**config.mk**
```make
export PLATFORM = sky130hd
export DESIGN_NAME = slew_limited_span_rasterizer
export DESIGN_NICKNAME = d
export VERILOG_FILES = /design/src/design/slsr_pkg.sv /design/src/design/slsr_front.sv /design/src/design/slsr_queue.sv /design/src/design/slsr_emit.sv /design/src/design/slew_limited_span_rasterizer.sv
export SDC_FILE = /design/constraint.sdc
export NUM_CORES = 2
export LEC_CHECK = 0
export BUFFER_PORTS_ARGS = -buffer_cell sky130_fd_sc_hd__buf_2
export CORE_UTILIZATION = 30
export CTS_CLUSTER_DIAMETER = 30
export CTS_CLUSTER_SIZE = 28
export DETAILED_ROUTE_END_ITERATION = 6
export PLACE_DENSITY_LB_ADDON = 0.08
export SYNTH_ARGS = -nofsm -noshare
export SYNTH_HDL_FRONTEND = slang
export SYNTH_SLANG_ARGS = --single-unit
```
**constraint.sdc**
```tcl
create_clock -name clock -period 6.5 [get_ports clock]
set_input_delay 0.325 -clock clock [delete_from_list [all_inputs] [get_ports clock]]
set_output_delay 0.325 -clock clock [all_outputs]
set_load 0.01 [all_outputs]
```
**src/design/slsr_pkg.sv**
```systemverilog
package slsr_pkg;

   // Row records per sample before the rest are skipped
   localparam int MAX_ROWS = 64;
   localparam int CNT_W    = $clog2(MAX_ROWS + 1);

   localparam int ROW_W    = 16;
   localparam int POS_W    = 24;
   localparam int PIX_W    = 12;
   localparam int RATE_W   = 24;
   localparam int HALF_W   = 10;
   localparam int FRAC_W   = 8;
   localparam int PROD_W   = RATE_W + ROW_W;
   localparam int LIM_W    = PROD_W - FRAC_W;
   localparam int EXT_W    = LIM_W + 2;
   localparam int EDGE_W   = POS_W + 2;
   localparam int PIXQ_W   = EDGE_W - 1 - FRAC_W;

   // Job queue between front and back; depth is a power of two
   localparam int QUEUE_DEPTH = 2;
   localparam int QPTR_W      = $clog2(QUEUE_DEPTH);

   typedef logic [1:0] csr_index_type;
   localparam csr_index_type CSR_SLEW_RATE       = 2'd0;
   localparam csr_index_type CSR_BAND_HALF_WIDTH = 2'd1;
   localparam csr_index_type CSR_IMAGE_WIDTH     = 2'd2;

   localparam logic [RATE_W-1:0] RST_SLEW_RATE       = 24'd13107;
   localparam logic [HALF_W-1:0] RST_BAND_HALF_WIDTH = 10'd20;
   localparam logic [PIX_W-1:0]  RST_IMAGE_WIDTH     = 12'd400;

   typedef struct packed {
      logic        [ROW_W-1:0] target_row;
      logic signed [POS_W-1:0] center_pos;
   } req_type;

   typedef struct packed {
      logic [ROW_W-1:0] row_index;
      logic [PIX_W-1:0] left_start;
      logic [PIX_W-1:0] left_end;
      logic [PIX_W-1:0] right_start;
      logic [PIX_W-1:0] right_end;
      logic             last_row;
      logic             rows_clipped;
   } rsp_type;

   typedef struct packed {
      logic [RATE_W-1:0] slew_rate;
      logic [HALF_W-1:0] band_half_width;
      logic [PIX_W-1:0]  image_width;
   } cfg_type;

   typedef struct packed {
      logic [ROW_W-1:0] first_row;
      logic [CNT_W-1:0] row_count;
      logic [PIX_W-1:0] left_start;
      logic [PIX_W-1:0] left_end;
      logic [PIX_W-1:0] right_start;
      logic [PIX_W-1:0] right_end;
      logic             rows_clipped;
   } job_type;

endpackage

```
**src/design/slsr_front.sv**
```systemverilog
module slsr_front import slsr_pkg::*; (
   input  logic    clock,
   input  logic    reset,
   input  cfg_type cfg,
   input  logic    req_valid,
   output logic    req_stall,
   input  req_type req_data,
   output logic    push_valid,
   output job_type push_job,
   input  logic    push_full
);

   typedef enum logic [2:0] {ST_IDLE, ST_MUL, ST_CLAMP, ST_EDGE, ST_PUSH} state_type;

   state_type               state_ff;
   logic signed [POS_W-1:0] prev_center_ff;
   logic [ROW_W-1:0]        prev_time_ff;
   logic [ROW_W-1:0]        row_counter_ff;
   logic                    seen_first_ff;
   logic signed [POS_W-1:0] center_ff;
   logic [ROW_W-1:0]        elapsed_ff;
   logic [PROD_W-1:0]       product_ff;
   logic [ROW_W-1:0]        first_row_ff;
   logic [CNT_W-1:0]        count_ff;
   logic                    has_rows_ff;
   logic                    clipped_ff;
   logic [PIX_W-1:0]        ls_ff;
   logic [PIX_W-1:0]        le_ff;

   logic [ROW_W-1:0]        elapsed_in;
   logic [ROW_W-1:0]        row_span;
   logic                    has_rows_in;
   logic                    clipped_in;
   logic [CNT_W-1:0]        count_in;
   logic [LIM_W-1:0]        limit;
   logic signed [EXT_W-1:0] pc_ext, lim_ext, lo_ext, hi_ext, c_ext, clamp_ext;
   logic signed [POS_W-1:0] center_in;
   logic signed [EDGE_W-1:0] hw_ext, q_lo, q_hi;
   logic [PIX_W-1:0]        ls_raw, le_raw;

   // Q16.8 to pixel, truncating toward zero, clamped to 0..w
   function automatic logic [PIX_W-1:0] to_pixel(input logic signed [EDGE_W-1:0] q,
                                                 input logic [PIX_W-1:0] w);
      logic [PIXQ_W-1:0] p;
      logic [PIX_W-1:0]  r;
      p = q[EDGE_W-2:FRAC_W];
      if (q <= 0) begin
         r = '0;
      end else if (p > PIXQ_W'(w)) begin
         r = w;
      end else begin
         r = p[PIX_W-1:0];
      end
      return r;
   endfunction

   // Classify the incoming sample against the running state
   assign elapsed_in  = (req_data.target_row > prev_time_ff) ?
                        (req_data.target_row - prev_time_ff) : '0;
   assign has_rows_in = req_data.target_row > row_counter_ff;
   assign row_span    = req_data.target_row - row_counter_ff;
   assign clipped_in  = row_span > ROW_W'(MAX_ROWS);
   assign count_in    = clipped_in ? CNT_W'(MAX_ROWS) : row_span[CNT_W-1:0];

   // Slew window around the previous center
   assign limit     = product_ff[PROD_W-1:FRAC_W];
   assign pc_ext    = EXT_W'(prev_center_ff);
   assign lim_ext   = $signed({2'b00, limit});
   assign lo_ext    = pc_ext - lim_ext;
   assign hi_ext    = pc_ext + lim_ext;
   assign c_ext     = EXT_W'(center_ff);

   always_comb begin
      priority if (c_ext < lo_ext) begin
         clamp_ext = lo_ext;
      end else if (c_ext > hi_ext) begin
         clamp_ext = hi_ext;
      end else begin
         clamp_ext = c_ext;
      end
   end

   assign center_in = seen_first_ff ? clamp_ext[POS_W-1:0] : center_ff;

   // Band edges in Q16.8
   assign hw_ext = $signed(EDGE_W'({cfg.band_half_width, 8'h00}));
   assign q_lo   = EDGE_W'(center_ff) - hw_ext;
   assign q_hi   = EDGE_W'(center_ff) + hw_ext;
   assign ls_raw = to_pixel(q_lo, cfg.image_width);
   assign le_raw = to_pixel(q_hi, cfg.image_width);

   assign req_stall  = (state_ff != ST_IDLE);
   assign push_valid = (state_ff == ST_PUSH) && has_rows_ff;

   always_comb begin
      push_job.first_row    = first_row_ff;
      push_job.row_count    = count_ff;
      push_job.left_start   = ls_ff;
      push_job.left_end     = le_ff;
      push_job.right_start  = cfg.image_width - le_ff;
      push_job.right_end    = cfg.image_width - ls_ff;
      push_job.rows_clipped = clipped_ff;
   end

   always_ff @(posedge clock) begin
      if (reset) begin
         state_ff       <= ST_IDLE;
         prev_center_ff <= '0;
         prev_time_ff   <= '0;
         row_counter_ff <= '0;
         seen_first_ff  <= 1'b0;
      end else begin
         unique case (state_ff)
            ST_IDLE: begin
               if (req_valid) begin
                  center_ff    <= req_data.center_pos;
                  elapsed_ff   <= elapsed_in;
                  prev_time_ff <= req_data.target_row;
                  has_rows_ff  <= has_rows_in;
                  clipped_ff   <= clipped_in;
                  count_ff     <= count_in;
                  first_row_ff <= row_counter_ff;
                  if (has_rows_in) begin
                     row_counter_ff <= req_data.target_row;
                  end
                  state_ff <= ST_MUL;
               end
            end
            ST_MUL: begin
               product_ff <= PROD_W'(cfg.slew_rate) * PROD_W'(elapsed_ff);
               state_ff   <= ST_CLAMP;
            end
            ST_CLAMP: begin
               center_ff      <= center_in;
               prev_center_ff <= center_in;
               seen_first_ff  <= 1'b1;
               state_ff       <= ST_EDGE;
            end
            ST_EDGE: begin
               ls_ff    <= (ls_raw > le_raw) ? le_raw : ls_raw;
               le_ff    <= le_raw;
               state_ff <= ST_PUSH;
            end
            ST_PUSH: begin
               // drop samples that owe no rows; otherwise hold until the queue has room
               if (!has_rows_ff || !push_full) begin
                  state_ff <= ST_IDLE;
               end
            end
            default: begin
               state_ff <= ST_IDLE;
            end
         endcase
      end
   end

endmodule

```
**src/design/slsr_queue.sv**
```systemverilog
module slsr_queue import slsr_pkg::*; (
   input  logic    clock,
   input  logic    reset,
   input  logic    push_valid,
   input  job_type push_job,
   output logic    push_full,
   output logic    pop_valid,
   input  logic    pop_ready,
   output job_type pop_job
);

   job_type             entry_ff [QUEUE_DEPTH];
   logic [QPTR_W-1:0]   wr_ptr_ff;
   logic [QPTR_W-1:0]   rd_ptr_ff;
   logic [QPTR_W:0]     fill_ff;
   logic                do_push;
   logic                do_pop;

   assign push_full = (fill_ff == (QPTR_W+1)'(QUEUE_DEPTH));
   assign pop_valid = (fill_ff != '0);
   assign pop_job   = entry_ff[rd_ptr_ff];
   assign do_push   = push_valid && !push_full;
   assign do_pop    = pop_valid && pop_ready;

   always_ff @(posedge clock) begin
      if (reset) begin
         wr_ptr_ff <= '0;
         rd_ptr_ff <= '0;
         fill_ff   <= '0;
      end else begin
         if (do_push) begin
            entry_ff[wr_ptr_ff] <= push_job;
            wr_ptr_ff           <= wr_ptr_ff + 1'b1;
         end
         if (do_pop) begin
            rd_ptr_ff <= rd_ptr_ff + 1'b1;
         end
         unique case ({do_push, do_pop})
            2'b10:   fill_ff <= fill_ff + 1'b1;
            2'b01:   fill_ff <= fill_ff - 1'b1;
            default: fill_ff <= fill_ff;
         endcase
      end
   end

endmodule

```
**src/design/slsr_emit.sv**
```systemverilog
module slsr_emit import slsr_pkg::*; (
   input  logic    clock,
   input  logic    reset,
   input  logic    pop_valid,
   output logic    pop_ready,
   input  job_type pop_job,
   output logic    rsp_valid,
   input  logic    rsp_stall,
   output rsp_type rsp_data
);

   logic             active_ff;
   job_type          job_ff;
   logic [ROW_W-1:0] row_ff;
   logic [CNT_W-1:0] left_ff;
   logic             rsp_valid_ff;
   rsp_type          rsp_ff;
   logic             slot_free;

   assign slot_free = !rsp_valid_ff || !rsp_stall;
   assign pop_ready = !active_ff;
   assign rsp_valid = rsp_valid_ff;
   assign rsp_data  = rsp_ff;

   always_ff @(posedge clock) begin
      if (reset) begin
         active_ff    <= 1'b0;
         rsp_valid_ff <= 1'b0;
      end else begin
         // advance one row whenever the output register is free
         if (slot_free) begin
            rsp_valid_ff <= active_ff;
            if (active_ff) begin
               rsp_ff.row_index    <= row_ff;
               rsp_ff.left_start   <= job_ff.left_start;
               rsp_ff.left_end     <= job_ff.left_end;
               rsp_ff.right_start  <= job_ff.right_start;
               rsp_ff.right_end    <= job_ff.right_end;
               rsp_ff.last_row     <= (left_ff == CNT_W'(1));
               rsp_ff.rows_clipped <= job_ff.rows_clipped;
               row_ff              <= row_ff + 1'b1;
               left_ff             <= left_ff - 1'b1;
               if (left_ff == CNT_W'(1)) begin
                  active_ff <= 1'b0;
               end
            end
         end
         if (!active_ff && pop_valid) begin
            active_ff <= 1'b1;
            job_ff    <= pop_job;
            row_ff    <= pop_job.first_row;
            left_ff   <= pop_job.row_count;
         end
      end
   end

endmodule

```
**src/design/slew_limited_span_rasterizer.sv**
```systemverilog
// The first row record of a sample follows the front's multiply, clamp, edge and push
// states, the job queue and the emitter's registers; then one row record per cycle
// while rsp_stall is low (at most MAX_ROWS per sample). The front takes no new sample
// until its push step ends; a two-entry job queue lets it run ahead of the row emitter.
// Reset: synchronous, active high; clears the center, time and row state and
// restores the default slew rate, band half width and image width.
module slew_limited_span_rasterizer import slsr_pkg::*; (
   input  logic          clock,
   input  logic          reset,
   input  logic          req_valid,
   output logic          req_stall,
   input  req_type       req_data,
   output logic          rsp_valid,
   input  logic          rsp_stall,
   output rsp_type       rsp_data,
   input  logic          csr_valid,
   output logic          csr_ready,
   input  csr_index_type csr_index,
   input  logic [31:0]   csr_data
);

   cfg_type cfg_ff;
   logic    push_valid;
   job_type push_job;
   logic    push_full;
   logic    pop_valid;
   logic    pop_ready;
   job_type pop_job;

   // Configuration writes are always accepted and registered; unknown indexes are ignored
   assign csr_ready = 1'b1;

   always_ff @(posedge clock) begin
      if (reset) begin
         cfg_ff.slew_rate       <= RST_SLEW_RATE;
         cfg_ff.band_half_width <= RST_BAND_HALF_WIDTH;
         cfg_ff.image_width     <= RST_IMAGE_WIDTH;
      end else if (csr_valid && csr_ready) begin
         unique case (csr_index)
            CSR_SLEW_RATE:       cfg_ff.slew_rate       <= csr_data[RATE_W-1:0];
            CSR_BAND_HALF_WIDTH: cfg_ff.band_half_width <= csr_data[HALF_W-1:0];
            CSR_IMAGE_WIDTH:     cfg_ff.image_width     <= csr_data[PIX_W-1:0];
            default:             cfg_ff                 <= cfg_ff;
         endcase
      end
   end

   // Front: slew-limit the center, build the band, and classify the rows owed
   slsr_front u_front (
      .clock      (clock),
      .reset      (reset),
      .cfg        (cfg_ff),
      .req_valid  (req_valid),
      .req_stall  (req_stall),
      .req_data   (req_data),
      .push_valid (push_valid),
      .push_job   (push_job),
      .push_full  (push_full)
   );

   // Short job queue so the front and the row emitter stall independently
   slsr_queue u_queue (
      .clock      (clock),
      .reset      (reset),
      .push_valid (push_valid),
      .push_job   (push_job),
      .push_full  (push_full),
      .pop_valid  (pop_valid),
      .pop_ready  (pop_ready),
      .pop_job    (pop_job)
   );

   // Back: walk the rows of each job, one transfer per cycle while rsp_stall is low
   slsr_emit u_emit (
      .clock     (clock),
      .reset     (reset),
      .pop_valid (pop_valid),
      .pop_ready (pop_ready),
      .pop_job   (pop_job),
      .rsp_valid (rsp_valid),
      .rsp_stall (rsp_stall),
      .rsp_data  (rsp_data)
   );

   // A band never runs backwards
   a_band_order: assert property (@(posedge clock) disable iff (reset)
      rsp_valid |-> rsp_data.left_start <= rsp_data.left_end)
      else $error("left band start past its end");

   // The mirrored band starts where the left band ends, reflected about the width
   a_mirror: assert property (@(posedge clock) disable iff (reset)
      rsp_valid |-> ({1'b0, rsp_data.right_start} + {1'b0, rsp_data.left_end})
                    == {1'b0, cfg_ff.image_width})
      else $error("mirrored band does not match left band");

   // Rows of one sample follow back to back
   a_row_run: assert property (@(posedge clock) disable iff (reset)
      rsp_valid && !rsp_stall && !rsp_data.last_row |=>
         rsp_valid && (rsp_data.row_index == $past(rsp_data.row_index) + 16'd1))
      else $error("row run broken before last row");

endmodule

```
==> qor.csv <==
stage,metric,value,unit
die,io pins,148,
logic_synthesis,compound-gate portion of the synthesized area,0.106,
logic_synthesis,Post-synth ARST share,0,
timing,RSZ-0062 raised after global routing,true,
clocking,clock transition at the registers of the reported paths,0.05,ns
logic_synthesis,number of enable flip-flop cells after synthesis,403,
finish,"most common cell after layout, fill and taps aside",inv_1,
clocking,H-tree lvl count,4,
pwr,Gate power share,0.441,
timing,max_slew headroom,0.256,
placed_design,DP HPWL,90.3,mm
pwr,leakage,22.3,nW
logic_synthesis,simple-gate area share of the yosys netlist,0.146,
worst_setup_path,FF-to-FF End,u_front.product_ff[37]$_DFFE_PP_,
clocking,clock tree from TritonCTS,built,
run,Max-Cap Viols,0,
worst_setup_path,critical path data required time,6.95,ns
worst_hold_path,hold endpoint,u_emit.rsp_valid$_SDFFE_PP0N_,
worst_setup_path,"Max stage delay cell, worst path",fa_1,
placed_design,setup slack at placement,-0.222,ns
routing,vias per cell,4.65,
worst_setup_path,CP max FO,16,
logic_synthesis,Unique masters post-synth,90,
global_routing,global-route wire length before repair,178,mm
logic_synthesis,Main synth FF type,edfxtp_1,
global_routing,largest net degree at the start of global routing,72,
global_routing,vias in the first global route,30607,
logic_synthesis,post-synthesis sequential area ratio,0.355,
clocking,Clk Tree Root Cell,clkbuf_16,
die,Chip Width,369,um
worst_setup_path,CP max stage delay,0.58,ns
die,Die ar.,0.136,mm^2
finish,"commonest cells after routing, fill and taps aside","545 x inv_1, 465 x nand2_1, 403 x edfxtp_1, 347 x ha_1, 305 x fa_1",
logic_synthesis,synthesized flop and latch total,516,
worst_hold_path,worst hold stages,2,
timing,highest clock rate,0.156,GHz
global_routing,Global Route Usage Sum,0.168,
clocking,Num CTS Buffers,152,
timing,# setup viols final,0,
global_routing,busiest grt layer,met2,
pwr,Pint,14.3,mW
timing,Final WS setup,0.102,ns
worst_hold_path,hold path start,reset,
worst_setup_path,WP buf/inv,7,
worst_setup_path,flop2flop setup slack,0.10,ns
pwr,Power Density,429,mW/mm^2
logic_synthesis,Synth Net Count,4780,
clocking,Sink Count,516,
global_routing,met3 usage,0.0239,
worst_setup_path,CP Class,register to register,
routing,drt total wl,114,mm
routing,first-pass detailed-route iteration total,7,
routing,Post-DRT Antenna Nets,0,
finish,Nets,5252,
worst_setup_path,crit-path cells,buf_6 > buf_12 > and2_4 > fa_1 > inv_2 > fa_2 > inv_2 > fa_2 > fa_2 > fa_1 > inv_2 > fa_1 > inv_1 > ha_2 > a21o_1 > a21o_1 > a21oi_2 > o21ai_2 > a221o_1 > a21o_1 > a41oi_2 > nand2b_1 > buf_4 > xor2_1,
logic_synthesis,Synth Area in XOR/XNOR,0.0336,
worst_setup_path,Worst setup EP type,register,
pwr,Peak VDD IR,0.425,mV
worst_setup_path,critical path arrival,6.85,ns
outcome,violated checks,design-rule violations,
timing,Hold WS,0.0428,ns
timing,final worst-path cycle share,0.984,
timing,worst-margin pin slew,1.11,ns
die,core box area,0.134,mm^2
clocking,clk_lat worst skew,0.75,ns
pwr,P_sw,7.85,mW
logic_synthesis,largest family of logic cells by synthesized area,adder cells,
worst_hold_path,min-delay worst type,primary input to register,
worst_setup_path,cells on worst reg2reg path,24,
global_routing,met1 Use GR,0.231,
worst_setup_path,CP Launch Type,register,
logic_synthesis,Post-Syn Area,0.0404,mm^2
global_routing,antenna violations before repair,2,
global_routing,GR Layer Usage met2,0.274,
routing,routed vias,29787,
logic_synthesis,post-synthesis adder-cell area fraction,0.265,
finish,area grow syn2layout,27.9,%
placed_design,Buffers on Ports,138,
clocking,CTS Buffer Depth,3,
routing,Starting DRT DRC Count,1227,
logic_synthesis,post-synthesis mux area share,0.0260,
routing,# DRC,65,
routing,WL per Instance,17.8,um
logic_synthesis,Avg Synthesized Cell Area,10.0,um^2
global_routing,"Remaining Overflow, GRT",0,
timing,fin crit period,6.40,ns
worst_setup_path,"delay-heaviest family, CP",adder cells,
die,Starting Density,0.302,
die,row cnt,134,
timing,Fin Setup TNS,0,ns
logic_synthesis,Yosys Warn Count,0,
placed_design,DP Area,0.0449,mm^2
placed_design,GPL Wtd Cong,0.840,
timing,Worst Clk Skew,0.0672,ns
timing,Fin. Hold Viols,0,
worst_setup_path,RR Startpoint,u_front.elapsed_ff[11]$_SDFFCE_PP0P_,
logic_synthesis,Synth Instances,4033,
outcome,status,"complete, but fails checks",
pwr,Sw Ratio,0.354,
timing,max-slew violations,0,
pwr,Reg power frac,0.203,
die,Die Height,369,um
finish,"Design Area, Final",0.0517,mm^2
finish,share of post-route cells with drive strength above 1,0.181,
pwr,Clock Power Share,0.356,
[layout make-up]
type                    instances  area (um^2)
diodes                          4         10.0
clock buffers                 181         4010
clock inverters               102         1560
fillers                     13360        81900
inverters                     552         2070
multi-input cells            2801        23700
flip-flops and latches        516        14400
well taps                    1768         2210
repair buffers                482         3710
[stage by stage]
stage               cells  utilization  total power, mW
CTS                  6384        0.383             22.0
global route         6403        0.387             23.8
detailed placement   6043        0.336             13.7
floorplan            4033            -             10.5
finish               6406        0.387             22.1
global placement     6043        0.336             13.8
[Yosys cell counts (49+ instances only)]
cell	count	area, um^2
fa_1	313	6270
clkbuf_1	141	529
dfxtp_1	113	2260
o21ai_0	104	521
nor2b_1	57	357
nand2_1	469	1760
xor2_1	60	526
inv_1	550	2060
a21oi_1	213	1070
mux2_2	49	552
ha_1	355	4440
and2_1	171	1070
a21o_1	68	510
edfxtp_1	403	12100
xnor2_1	95	832
nor2_1	221	830
nor3_1	49	245
mux2i_1	50	500
[how the worst max path moves through the flow]
stage	from	end	cells past startpoint
after CTS	u_front.elapsed_ff[4]$_SDFFCE_PP0P_	u_front.product_ff[39]$_DFFE_PP_	24
after floorplan	u_front.state_ff[1]$_SDFFE_PP0P_	u_queue.entry_ff[0][0]$_DFFE_PP_	4
final	u_front.elapsed_ff[11]$_SDFFCE_PP0P_	u_front.product_ff[37]$_DFFE_PP_	24
after global routing	u_front.elapsed_ff[12]$_SDFFCE_PP0P_	u_front.product_ff[37]$_DFFE_PP_	24
after global placement	u_front.elapsed_ff[4]$_SDFFCE_PP0P_	u_front.product_ff[38]$_DFFE_PP_	25
after detailed placement	u_front.elapsed_ff[5]$_SDFFCE_PP0P_	u_front.product_ff[38]$_DFFE_PP_	24
[power by group through the flow]
stage               combinational (mW)  sequential (mW)  clock (mW)
finish                            9.77             4.50        7.88
global placement                  9.24             4.56           0
floorplan                         5.98             4.47           0
detailed placement                9.18             4.56           0
CTS                               9.47             4.51        8.05
global route                      11.1             4.53        8.22
[state kept, by name, summed over array words and instances (netlist names), 24 cells and up, named ones only]
register                count
u_emit.rsp_data            66
u_queue.entry_ff          144
u_front.center_ff          24
u_front.prev_center_ff     24
u_emit.job_ff              49
u_front.product_ff         32
cfg_ff                     46
[metal layers]
metal / vias to the layer above / routed length, um
met1: 14567 / 54300
met4: 0 / 2500
met3: 148 / 3610
met2: 453 / 53800
li1: 14619 / -
met5: - / 0
[cells by family after synthesis]
logic type               count (synthesis)
AND/OR/NAND/NOR                       1213
XOR/XNOR                               155
flip-flops                             516
other                                    1
AO/OA/AOI/OAI                          665
multiplexers                            99
buffers and inverters                  716
adder cells (fa/ha/maj)                668
[repair_timing]
action	CTS	global route
pin swaps	3	55
buffers inserted	2	17
endpoints found under the hold margin	84	0
hold buffers	56	0
endpoints found under the setup margin	15	49
gates resized for setup	16	87
cloned	0	1
No activity file was read; power rests on OpenSTA's default activity.
